$ cat src/sv/sbc_pkg.sv
`timescale 1ns / 1ps
package sbc_pkg;

    localparam int T_FRAC_BITS = 16;
    localparam int T_W         = T_FRAC_BITS + 1;
    localparam int P_W         = T_FRAC_BITS + 35;

    localparam int QUEUE_DEPTH = 4;
    localparam int QPTR_W      = $clog2(QUEUE_DEPTH);
    localparam int QCNT_W      = $clog2(QUEUE_DEPTH + 1);

    localparam int S_DATA_W = 384;
    localparam int M_DATA_W = 104;

    localparam logic [T_W-1:0] T_ONE  = T_W'(1) << T_FRAC_BITS;
    localparam logic [T_W-1:0] T_ZERO = '0;

    localparam logic [1:0] AXIS_X = 2'd0;
    localparam logic [1:0] AXIS_Y = 2'd1;
    localparam logic [1:0] AXIS_Z = 2'd2;

    localparam logic [1:0] SIGN_NONE = 2'b00;
    localparam logic [1:0] SIGN_POS  = 2'b01;
    localparam logic [1:0] SIGN_NEG  = 2'b11;

    // Classified query: per-axis flags, the start point, the numerator and denominator magnitudes of the
    // two slab divisions, and the signed segment direction.
    typedef struct packed {
        logic [2:0]        reject;
        logic [2:0]        use_min;
        logic [2:0]        use_max;
        logic [2:0]        dec;
        logic [2:0][31:0]  start;
        logic [2:0][32:0]  rel;
        logic [2:0][32:0]  nmin;
        logic [2:0][32:0]  nmax;
        logic [2:0][32:0]  den;
    } cls_item_t;

    // Six division lanes: lane 2*axis is the entry division, 2*axis+1 the exit division.
    typedef struct packed {
        logic [5:0][32:0]            rem;
        logic [5:0][T_FRAC_BITS-1:0] quo;
        logic [5:0]                  sat;
    } div_lanes_t;

endpackage

$ cat src/sv/sbc_front.sv
`timescale 1ns / 1ps
module sbc_front import sbc_pkg::*; (
    input  logic [S_DATA_W-1:0] s_tdata,
    output cls_item_t           item
);

    always_comb begin
        logic signed [33:0] s;
        logic signed [33:0] e;
        logic signed [33:0] b;
        logic signed [33:0] m;
        logic signed [33:0] len;
        logic signed [33:0] d_min;
        logic signed [33:0] d_max;
        logic signed [33:0] d_den;
        item = '0;
        for (int i = 0; i < 3; i++) begin
            s   = {{2{s_tdata[i*32+31]}}, s_tdata[i*32 +: 32]};
            e   = {{2{s_tdata[96+i*32+31]}}, s_tdata[96+i*32 +: 32]};
            b   = {{2{s_tdata[192+i*32+31]}}, s_tdata[192+i*32 +: 32]};
            m   = b + $signed({3'b000, s_tdata[288+i*31 +: 31]});
            len = e - s;
            item.start[i] = s[31:0];
            item.rel[i]   = len[32:0];
            if (s < e) begin
                item.dec[i]     = 1'b0;
                item.reject[i]  = (s > m) || (e < b);
                item.use_min[i] = (s < b);
                item.use_max[i] = (e > m);
                d_min = b - s;
                d_max = m - s;
                d_den = e - s;
            end else begin
                // A zero-length axis never divides; it only passes or rejects.
                item.dec[i]     = 1'b1;
                item.reject[i]  = (e > m) || (s < b);
                item.use_min[i] = (s > m) && (len != 0);
                item.use_max[i] = (e < b) && (len != 0);
                d_min = s - m;
                d_max = s - b;
                d_den = s - e;
            end
            item.nmin[i] = d_min[32:0];
            item.nmax[i] = d_max[32:0];
            item.den[i]  = d_den[32:0];
        end
    end

endmodule

$ cat config.mk
export PLATFORM = sky130hd
export DESIGN_NAME = sbc_front
export DESIGN_NICKNAME = d
export VERILOG_FILES = /design/src/sv/sbc_pkg.sv /design/src/sv/sbc_front.sv
export SDC_FILE = /design/constraint.sdc
export NUM_CORES = 2
export LEC_CHECK = 0
export BUFFER_PORTS_ARGS = -buffer_cell sky130_fd_sc_hd__buf_2
export CELL_PAD_IN_SITES_DETAIL_PLACEMENT = 0
export CELL_PAD_IN_SITES_GLOBAL_PLACEMENT = 1
export CORE_AREA = 2 2 348 350
export DETAILED_ROUTE_END_ITERATION = 10
export DIE_AREA = 0 0 350 352
export GPL_ROUTABILITY_DRIVEN = 0
export PLACE_DENSITY = 0.84
export SYNTH_ARGS = -nofsm -noshare
export SYNTH_HDL_FRONTEND = slang
export SYNTH_SLANG_ARGS = --single-unit
$ cat constraint.sdc
create_clock -name vclk -period 15.5
set_clock_uncertainty 0.15 [all_clocks]
set_input_delay 1.55 -clock vclk [all_inputs]
set_output_delay 1.55 -clock vclk [all_outputs]
set_load 0.05 [all_outputs]
==> summary.md <==
| Metric | Value |
|---|---|
| Pre-Repair DR Iteration Count | `7` |
| Max_cap viols | `0` |
| GRT Util Overall | `0.2759` |
| Antenna viol nets, final | `0` |
| Synth unique cells | `89` |
| Chip height | `352 um` |
| Vias in the first global route | `44590` |
| Max layer used | `met5` |
| Full die area | `123200 um2` |
| Post-Syn Area | `42250 um2` |
| Cell Count, Final, Fillers Out | `8347` |
| Met2 WL | `80710 um` |
| Postcts setup bufs | `0` |
| Worst Tran Pin Value | `1008 ps` |
| Final number of hold-violating endpoints | `0` |
| Slew margin rel. | `0.3193` |
| Design Power | `4.792 mW` |
| Cell area power density | `101.9 nW/um2` |
| LEAKAGE | `24.16 nW` |
| Max-slew violations | `0` |
| Die Wd | `350 um` |
| Fin crit period | `10020 ps` |
| Fillers | `12850` |
| Hold Buf Count CTS | `0` |
| Gr ovfl total | `0` |
| Register area | `0 um2` |
| WHS Path Cells | `2` |
| Launch point of the worst path | `s_tdata[193]` |
| Via/cell ratio | `5.785` |
| Worst EP required | `13800 ps` |
| Sequential area share after synthesis | `0` |
| Post-DR wirelength/cell | `21.77 um` |
| Critical path launch point type | `input port` |
| DRT Wirelength | `181700 um` |
| Hold_sp | `s_tdata[0]` |
| Worst Hold Class | `in2out` |
| DRC | `0` |
| Ratio of cells with drive above 1 in the final layout | `0.1451` |
| WL met3 | `15410 um` |
| Post-Syn Area per Cell | `6.816 um2` |
| Vias | `48290` |
| Largest net degree at the start of global routing | `77` |
| CLK BUF | `0` |
| Worst hold margin | `3291 ps` |
| Rows | `127` |
| Top-area cell type share of the netlist area | `0.2514` |
| Io pins | `888` |
| Crit-path max FO | `4` |
| Final HPWL from detailed placement | `158100 um` |
| Crit path kind | `in2out` |
| Post-Route Setup TNS | `0 ps` |
| Area leader, netlist | `ha_1` |
| Endpoints failing setup | `0` |
| CP endpoint | `item[501]` |
| Synth area leaders | `ha_1, a21oi_1, xnor2_1, a21o_1, o21ai_0` |
| Seq cells | `0` |
| Initial DRC count | `4563` |
| First-pass GRT wire length | `268600 um` |
| Highest Clock Rate | `99.81 MHz` |
| RSZ-0062 raised after global routing | `false` |
| WP data arrival | `8320 ps` |
| Status | `finished clean` |
| Final #Nets | `7955` |
| Crit end category | `output port` |
| Starting Density | `0.3541` |
| Metal-1 WL | `76420 um` |
| Initial antenna violation count | `54` |
| Yosys warns | `0` |
| Area delta synth->final | `11.27%` |
| Port bufs | `885` |
| Dpl cells | `8311` |
| Post-CTS sizing | `0` |
| Core box area | `119300 um2` |
| Mapped Cells | `6199` |
| Tcrit/Tclk final | `0.6464` |
| Peak VDD IR | `0.1173 mV` |
| Syn Nets | `7453` |
-- logic make-up (layout without fill, tap and decap cells) --
family | Yosys count | after routing | synth area share
compound gates | 2223 | 2223 | 0.3348
mux | 40 | 40 | 0.009565
buf+inv | 951 | 1451 | 0.09405
simple gates | 1509 | 1509 | 0.1744
other cells | 0 | 36 | 0
fa+ha+maj | 877 | 877 | 0.2630
xor+xnor | 599 | 599 | 0.1242
-- report_power, final --
| group | total [mW] | switching, mW | leakage, nW | internal (mW) |
|---|---|---|---|---|
| combinational | 4.79 | 3.43 | 24.2 | 1.37 |
| clock | 0.000000307 | 0 | 0.000228 | 0.000000307 |
| sequential | 0 | 0 | 0 | 0 |
-- critical path: stages --
cell,delay (ps)
buf_2,140
ha_1,310
a211oi_1,380
nor4_1,100
nor2_1,410
a21o_1,290
nand2_1,80
a21o_1,240
a31oi_1,250
a21oi_1,220
and4_1,240
a2111oi_0,750
a21oi_1,270
xnor2_1,220
ha_1,320
and4_1,200
nand4_1,130
nor2_1,470
nand4_1,260
nor4_1,810
a211o_1,230
a32oi_1,140
buf_2,290
-- cell type report --
| cell class | count | area (um2) | share of cell area |
|---|---|---|---|
| inverter | 551 | 2068 | 0.04399 |
| timing repair buffer | 900 | 4542 | 0.09661 |
| multi-input combinational | 5248 | 38300 | 0.8146 |
| antenna | 36 | 90.09 | 0.001916 |
| tap | 1612 | 2017 | 0.04290 |
-- how the worst min path moves through the flow --
stage | slack [ps] | to
final | 3290 | item[396]
after CTS | 3290 | item[396]
after global routing | 3300 | item[428]
after global placement | 3290 | item[396]
after detailed placement | 3290 | item[396]
after floorplan | 3120 | item[396]
-- synth_stat cells, types with 18 or more instances --
cell type	instances
inv_1	548
and3_1	36
nor3_1	93
or3_1	36
nor2b_1	97
xnor2_1	386
o21a_1	84
a21o_1	379
ha_1	849
buf_4	100
o21ai_0	433
xor2_1	213
a211oi_1	48
a31oi_1	60
nand3_1	86
a221oi_1	37
or2_2	22
and2_1	30
nand2b_1	99
buf_1	32
nor2_1	422
mux2i_1	37
fa_1	21
and4_1	18
o31a_1	19
o21bai_1	126
nand2_1	381
o31ai_1	49
clkbuf_1	255
o211ai_1	24
a21boi_0	33
nor4_1	28
a21oi_1	719
nand4_1	105
-- placed cells by master, fill, tap and decap left out, types with 49 or more instances in the layout --
cell and count:
nand2_1 381, nand2b_1 99, a31oi_1 60, nor2b_1 97, a21o_1 377, o21ai_0 433, nor2_1 422, o31ai_1 49
ha_1 849, a21oi_1 719, nor3_1 93, xnor2_1 386, nand4_1 105, nand3_1 86, xor2_1 213, o21bai_1 126
o21a_1 84, inv_1 547, buf_2 885
-- metal layers --
metal | vias up | global-route usage
li1 | 23020 | -
met4 | 20 | 0.1206
met2 | 2444 | 0.4438
met5 | - | 0
met1 | 22420 | 0.3690
met3 | 391 | 0.03058
-- metrics by stage --
| step | worst slack (ps) | area, um2 | utilization |
|---|---|---|---|
| after global routing | 5283 | 47000 | 0.3939 |
| after detailed placement | 5797 | 46920 | 0.3932 |
| after global placement | 5833 | 46920 | 0.3932 |
| after CTS | 5772 | 46920 | 0.3932 |
| after floorplan | 6975 | 42250 | - |
| final | 5481 | 47010 | 0.3940 |
Note: power is estimated with default switching activity, not from simulation.
