$ cat config.mk
export PLATFORM = sky130hd
export DESIGN_NAME = sbc_queue
export DESIGN_NICKNAME = d
export VERILOG_FILES = /design/src/sv/sbc_pkg.sv /design/src/sv/sbc_queue.sv
export SDC_FILE = /design/constraint.sdc
export NUM_CORES = 1
export LEC_CHECK = 0
export BUFFER_PORTS_ARGS = -buffer_cell sky130_fd_sc_hd__clkbuf_2
export CAP_MARGIN = 20
export CORE_UTILIZATION = 45
export CTS_CLUSTER_SIZE = 12
export DETAILED_ROUTE_END_ITERATION = 6
export HOLD_SLACK_MARGIN = 0.03
export PLACE_DENSITY = 0.76
export SLEW_MARGIN = 20
export SYNTH_ARGS = -nofsm -noshare
export SYNTH_HDL_FRONTEND = slang
export SYNTH_SLANG_ARGS = --single-unit
export TNS_END_PERCENT = 50
$ cat constraint.sdc
create_clock -name aclk -period 12.8 [get_ports aclk]
set_input_delay 0.64 -clock aclk [delete_from_list [all_inputs] [get_ports aclk]]
set_output_delay 0.64 -clock aclk [all_outputs]
set_load 0.05 [all_outputs]
$ cat src/sv/sbc_pkg.sv
`timescale 1ns / 1ps
package sbc_pkg;

    localparam int T_FRAC_BITS = 16;
    localparam int T_W         = T_FRAC_BITS + 1;
    localparam int P_W         = T_FRAC_BITS + 35;

    localparam int QUEUE_DEPTH = 4;
    localparam int QPTR_W      = $clog2(QUEUE_DEPTH);
    localparam int QCNT_W      = $clog2(QUEUE_DEPTH + 1);

    localparam int S_DATA_W = 384;
    localparam int M_DATA_W = 104;

    localparam logic [T_W-1:0] T_ONE  = T_W'(1) << T_FRAC_BITS;
    localparam logic [T_W-1:0] T_ZERO = '0;

    localparam logic [1:0] AXIS_X = 2'd0;
    localparam logic [1:0] AXIS_Y = 2'd1;
    localparam logic [1:0] AXIS_Z = 2'd2;

    localparam logic [1:0] SIGN_NONE = 2'b00;
    localparam logic [1:0] SIGN_POS  = 2'b01;
    localparam logic [1:0] SIGN_NEG  = 2'b11;

    // Classified query: per-axis flags, the start point, the numerator and denominator magnitudes of the
    // two slab divisions, and the signed segment direction.
    typedef struct packed {
        logic [2:0]        reject;
        logic [2:0]        use_min;
        logic [2:0]        use_max;
        logic [2:0]        dec;
        logic [2:0][31:0]  start;
        logic [2:0][32:0]  rel;
        logic [2:0][32:0]  nmin;
        logic [2:0][32:0]  nmax;
        logic [2:0][32:0]  den;
    } cls_item_t;

    // Six division lanes: lane 2*axis is the entry division, 2*axis+1 the exit division.
    typedef struct packed {
        logic [5:0][32:0]            rem;
        logic [5:0][T_FRAC_BITS-1:0] quo;
        logic [5:0]                  sat;
    } div_lanes_t;

endpackage

$ cat src/sv/sbc_queue.sv
`timescale 1ns / 1ps
module sbc_queue import sbc_pkg::*; (
    input  logic      aclk,
    input  logic      aresetn,
    input  logic      in_valid,
    output logic      in_ready,
    input  cls_item_t in_item,
    output logic      out_valid,
    input  logic      out_ready,
    output cls_item_t out_item
);

    cls_item_t          mem [QUEUE_DEPTH];
    logic [QPTR_W-1:0]  wr_ptr_reg, wr_ptr_next;
    logic [QPTR_W-1:0]  rd_ptr_reg, rd_ptr_next;
    logic [QCNT_W-1:0]  count_reg, count_next;
    logic               push, pop;

    assign in_ready  = (count_reg != QCNT_W'(QUEUE_DEPTH));
    assign out_valid = (count_reg != '0);
    assign out_item  = mem[rd_ptr_reg];
    assign push      = in_valid && in_ready;
    assign pop       = out_valid && out_ready;

    always_comb begin
        wr_ptr_next = push ? wr_ptr_reg + 1'b1 : wr_ptr_reg;
        rd_ptr_next = pop ? rd_ptr_reg + 1'b1 : rd_ptr_reg;
        count_next  = count_reg + QCNT_W'(push) - QCNT_W'(pop);
    end

    always_ff @(posedge aclk) begin
        if (!aresetn) begin
            wr_ptr_reg <= '0;
            rd_ptr_reg <= '0;
            count_reg  <= '0;
        end else begin
            wr_ptr_reg <= wr_ptr_next;
            rd_ptr_reg <= rd_ptr_next;
            count_reg  <= count_next;
        end
    end

    always_ff @(posedge aclk) begin
        if (push) begin
            mem[wr_ptr_reg] <= in_item;
        end
    end

endmodule

==> flow_summary.ini <==
[routing]
remaining_drc_errors = 0
drt-pass1-iter-count = 5
vias_per_cell = 5.49
route.vias.total = 36200
routed_wire_length_per_instance_um = 26.8
drt_iter0_markers = 3705
antenna_viol_nets_final = 0
total_detailed_routing_wirelength_mm = 177

[setup_path]
cpLargestDelayFamily = buffers and inverters
timing_worst_setup_path_type = reg2out
cell_at_the_slowest_stage_of_the_critical_path = sky130_fd_sc_hd__dfxtp_4
worstPathRequired_ps = 12160
critical_path.n_buffers_inverters = 3
timing.critical_path.arrival_ps = 4300
critical_path.endpoint_type = output port
critPathLaunchType = register
path_cells = buf_12 > buf_12 > mux4_2 > clkbuf_2
cp_slowest_stage_delay_ps = 820
critical_path_maximum_fanout = 107
crit_top_cell = sky130_fd_sc_hd__buf_12

[power]
powerDensity_nw_per_um2 = 215
vdd.ir_drop.worst_mv = 0.250
static-leakage-power_nw = 30.6
totalPowerFinal_mw = 19.7

[die]
fp.dieArea_sq_um = 164000
chipHeight_um = 405
start_util = 0.455
placementRows = 147
num_io_pins = 1014
core_region_area_sq_um = 161000
width_of_the_die_um = 405

[cells_and_area]
post_route_cells_drive_above_1_share = 0.403
flip_flop_count_of_the_largest_register_after_layout = 2016
syn_to_final_growth_pct = 24.8
finalNetCount = 4823

[placed_design]
place_congestion = 0.783
place_ws_ps = 8650
hpwl_reported_at_the_end_of_detailed_placement_mm = 99.7
port-buffer-count = 1013

[synth]
synth_edf_count = 2016
gate_count_post_synth = 2680
synth_top_cells_by_count = 2016 x sky130_fd_sc_hd__edfxtp_1, 504 x sky130_fd_sc_hd__mux4_2, 52 x sky130_fd_sc_hd__buf_2, 52 x sky130_fd_sc_hd__buf_6, 9 x sky130_fd_sc_hd__dfxtp_1
synthTopCellsByArea = sky130_fd_sc_hd__edfxtp_1 83%, sky130_fd_sc_hd__mux4_2 15%, sky130_fd_sc_hd__buf_6 0.80%
syn-cell-area_sq_um = 73200
synth_top_area_cell = sky130_fd_sc_hd__edfxtp_1
post_synth_fa_ha_maj_area_fraction = 0.00130
xor_xnor_share_of_the_synthesized_area = 0.000478
postSynth.topFlopCell = sky130_fd_sc_hd__edfxtp_1
postSynthRegisterBits = 2025
combinational_family_with_the_most_area_after_synthesis = multiplexers
synth_mux_area_frac = 0.155
synth.net_count = 3195
post_synth.cell_area_avg_sq_um = 27.3
share_of_the_synthesized_area_in_compound_gates_ao_oa_aoi_oai = 0.000342
synth-seq-area-share = 0.829
synth.lib_cells_used.distinct = 20
synth.top_cell.area_share = 0.827
post_synth_and_or_nand_nor_area_fraction = 0.00125
synthesis_warnings = 0
asyncSetResetFlopFracSynth = 0
post-synth-top-count-cell = sky130_fd_sc_hd__edfxtp_1

[timing]
layout_worst_path_cycle_share = 0.386
hold_viol = 0
tightest_slew_ps = 1150
maxClockFrequency_mhz = 202
finalWorstSetupSlack_ps = 7860
finalSetupTns_ps = 0
drv_slew = 0
min_period_ps = 4940
setup_repair_after_global_routing_missed_its_margin = no
worst_skew_ps = 43.3
report.final.setup_viol = 0
max-slew-margin-rel = 0.231

[clocking]
cts_tree = yes
numClockSinks = 2025
clock_buffer_count_from_cts = 199
cts_max_level = 4
postCtsResizedCells = 0
clkTransAtPathRegs_ps = 60
worst_skew_pair.late_latency_ps = 850
cts.root.buffer_cell = sky130_fd_sc_hd__clkbuf_16
max-clock-path-buffers = 3

[global_route]
initial_antenna_violation_count = 26
vias_in_the_first_global_route = 38200
grt_util_met1 = 0.249
grt_overflow_total = 0
top_usage_layer = met2
gr-usage-met3 = 0.0634
grt_pass1_wl_mm = 253
grtUsageMet2 = 0.352
groute.usage.overall = 0.210
largest_net_degree_at_the_start_of_global_routing = 153

[job]
timing.max_cap.violations = 0

[run_status]
outcome = complete, no violations

[min_path]
worstHoldPathType = in2reg
[worst paths after layout]
check	startpoint	to	slack (ps)	cells after the start
hold reg to reg	wr_ptr_reg[1]	wr_ptr_reg[1]	510	2
setup / recovery	register	out_item[325]	7860	4
setup reg to reg	count_reg[1]	mem[0][262]	8760	5
hold / removal	in_item[212]	mem[1][212]	110	1
[stage by stage]
step                instance area [sq um]  cells   util  hold slack, ps
global route                        91400   6582  0.567            49.0
CTS                                 91300   6567  0.567            31.8
detailed placement                  80600   5766  0.500             498
floorplan                           73200   2680      -             468
global placement                    80600   5766  0.500             484
finish                              91400   6590  0.567             105
[layout make-up]
class / instances / area (sq um)
diodes: 23 / 57.6
clock buffers: 254 / 5270
clock inverters: 46 / 450
fillers: 11300 / 69700
inverters: 5 / 18.8
multi-input cells: 537 / 11600
flip-flops and latches: 2025 / 60700
well taps: 2160 / 2700
repair buffers: 1540 / 10500
[repair_timing]
action                    in CTS  in global routing
setup buffers                  0                  0
hold endpoints to repair    2004                  0
hold buffers                 501                  0
[power breakdown]
part,internal (mW),switching [mW],leakage [nW]
clock network,2.94,2.36,2.77
registers,8.04,0.197,18.5
logic,1.73,4.41,9.28
total,12.7,6.97,30.6
[placed cells by master, fill, tap and decap left out, types with 6 or more instances in the layout]
master and count:
sky130_fd_sc_hd__buf_4 7, sky130_fd_sc_hd__buf_12 19, sky130_fd_sc_hd__mux4_2 504, sky130_fd_sc_hd__ha_1 6, sky130_fd_sc_hd__dlygate4sd3_1 501, sky130_fd_sc_hd__clkbuf_1 51, sky130_fd_sc_hd__clkinv_1 20, sky130_fd_sc_hd__dfxtp_1 7
sky130_fd_sc_hd__edfxtp_1 2016, sky130_fd_sc_hd__inv_6 6, sky130_fd_sc_hd__clkbuf_16 203, sky130_fd_sc_hd__diode_2 23, sky130_fd_sc_hd__clkbuf_2 1013, sky130_fd_sc_hd__clkinv_2 6
[logic make-up (layout without fill, tap and decap cells)]
logic type | Yosys count | after routing
AOI/OAI and AO/OA | 3 | 3
xor gates and xnor gates | 4 | 4
adders and majority gates | 7 | 7
buffers and inverters | 118 | 1845
DFF | 2025 | 2025
muxes | 506 | 506
other | 0 | 23
and+or+nand+nor | 17 | 17
[per-layer routing]
| metal | wire, um | vias to the layer above |
|---|---|---|
| met5 | 99 | - |
| met4 | 8650 | 16 |
| met3 | 16500 | 411 |
| met2 | 89300 | 1973 |
| met1 | 62200 | 18800 |
| li1 | - | 15000 |
[worst reg2reg max path, stage by stage, from the launching register on]
cell,delay [ps]
sky130_fd_sc_hd__dfxtp_1,470
sky130_fd_sc_hd__nor2_1,110
sky130_fd_sc_hd__a21boi_1,490
sky130_fd_sc_hd__and2_4,650
sky130_fd_sc_hd__buf_12,780
sky130_fd_sc_hd__buf_4,1100
Note: power is estimated with default switching activity, not from simulation.
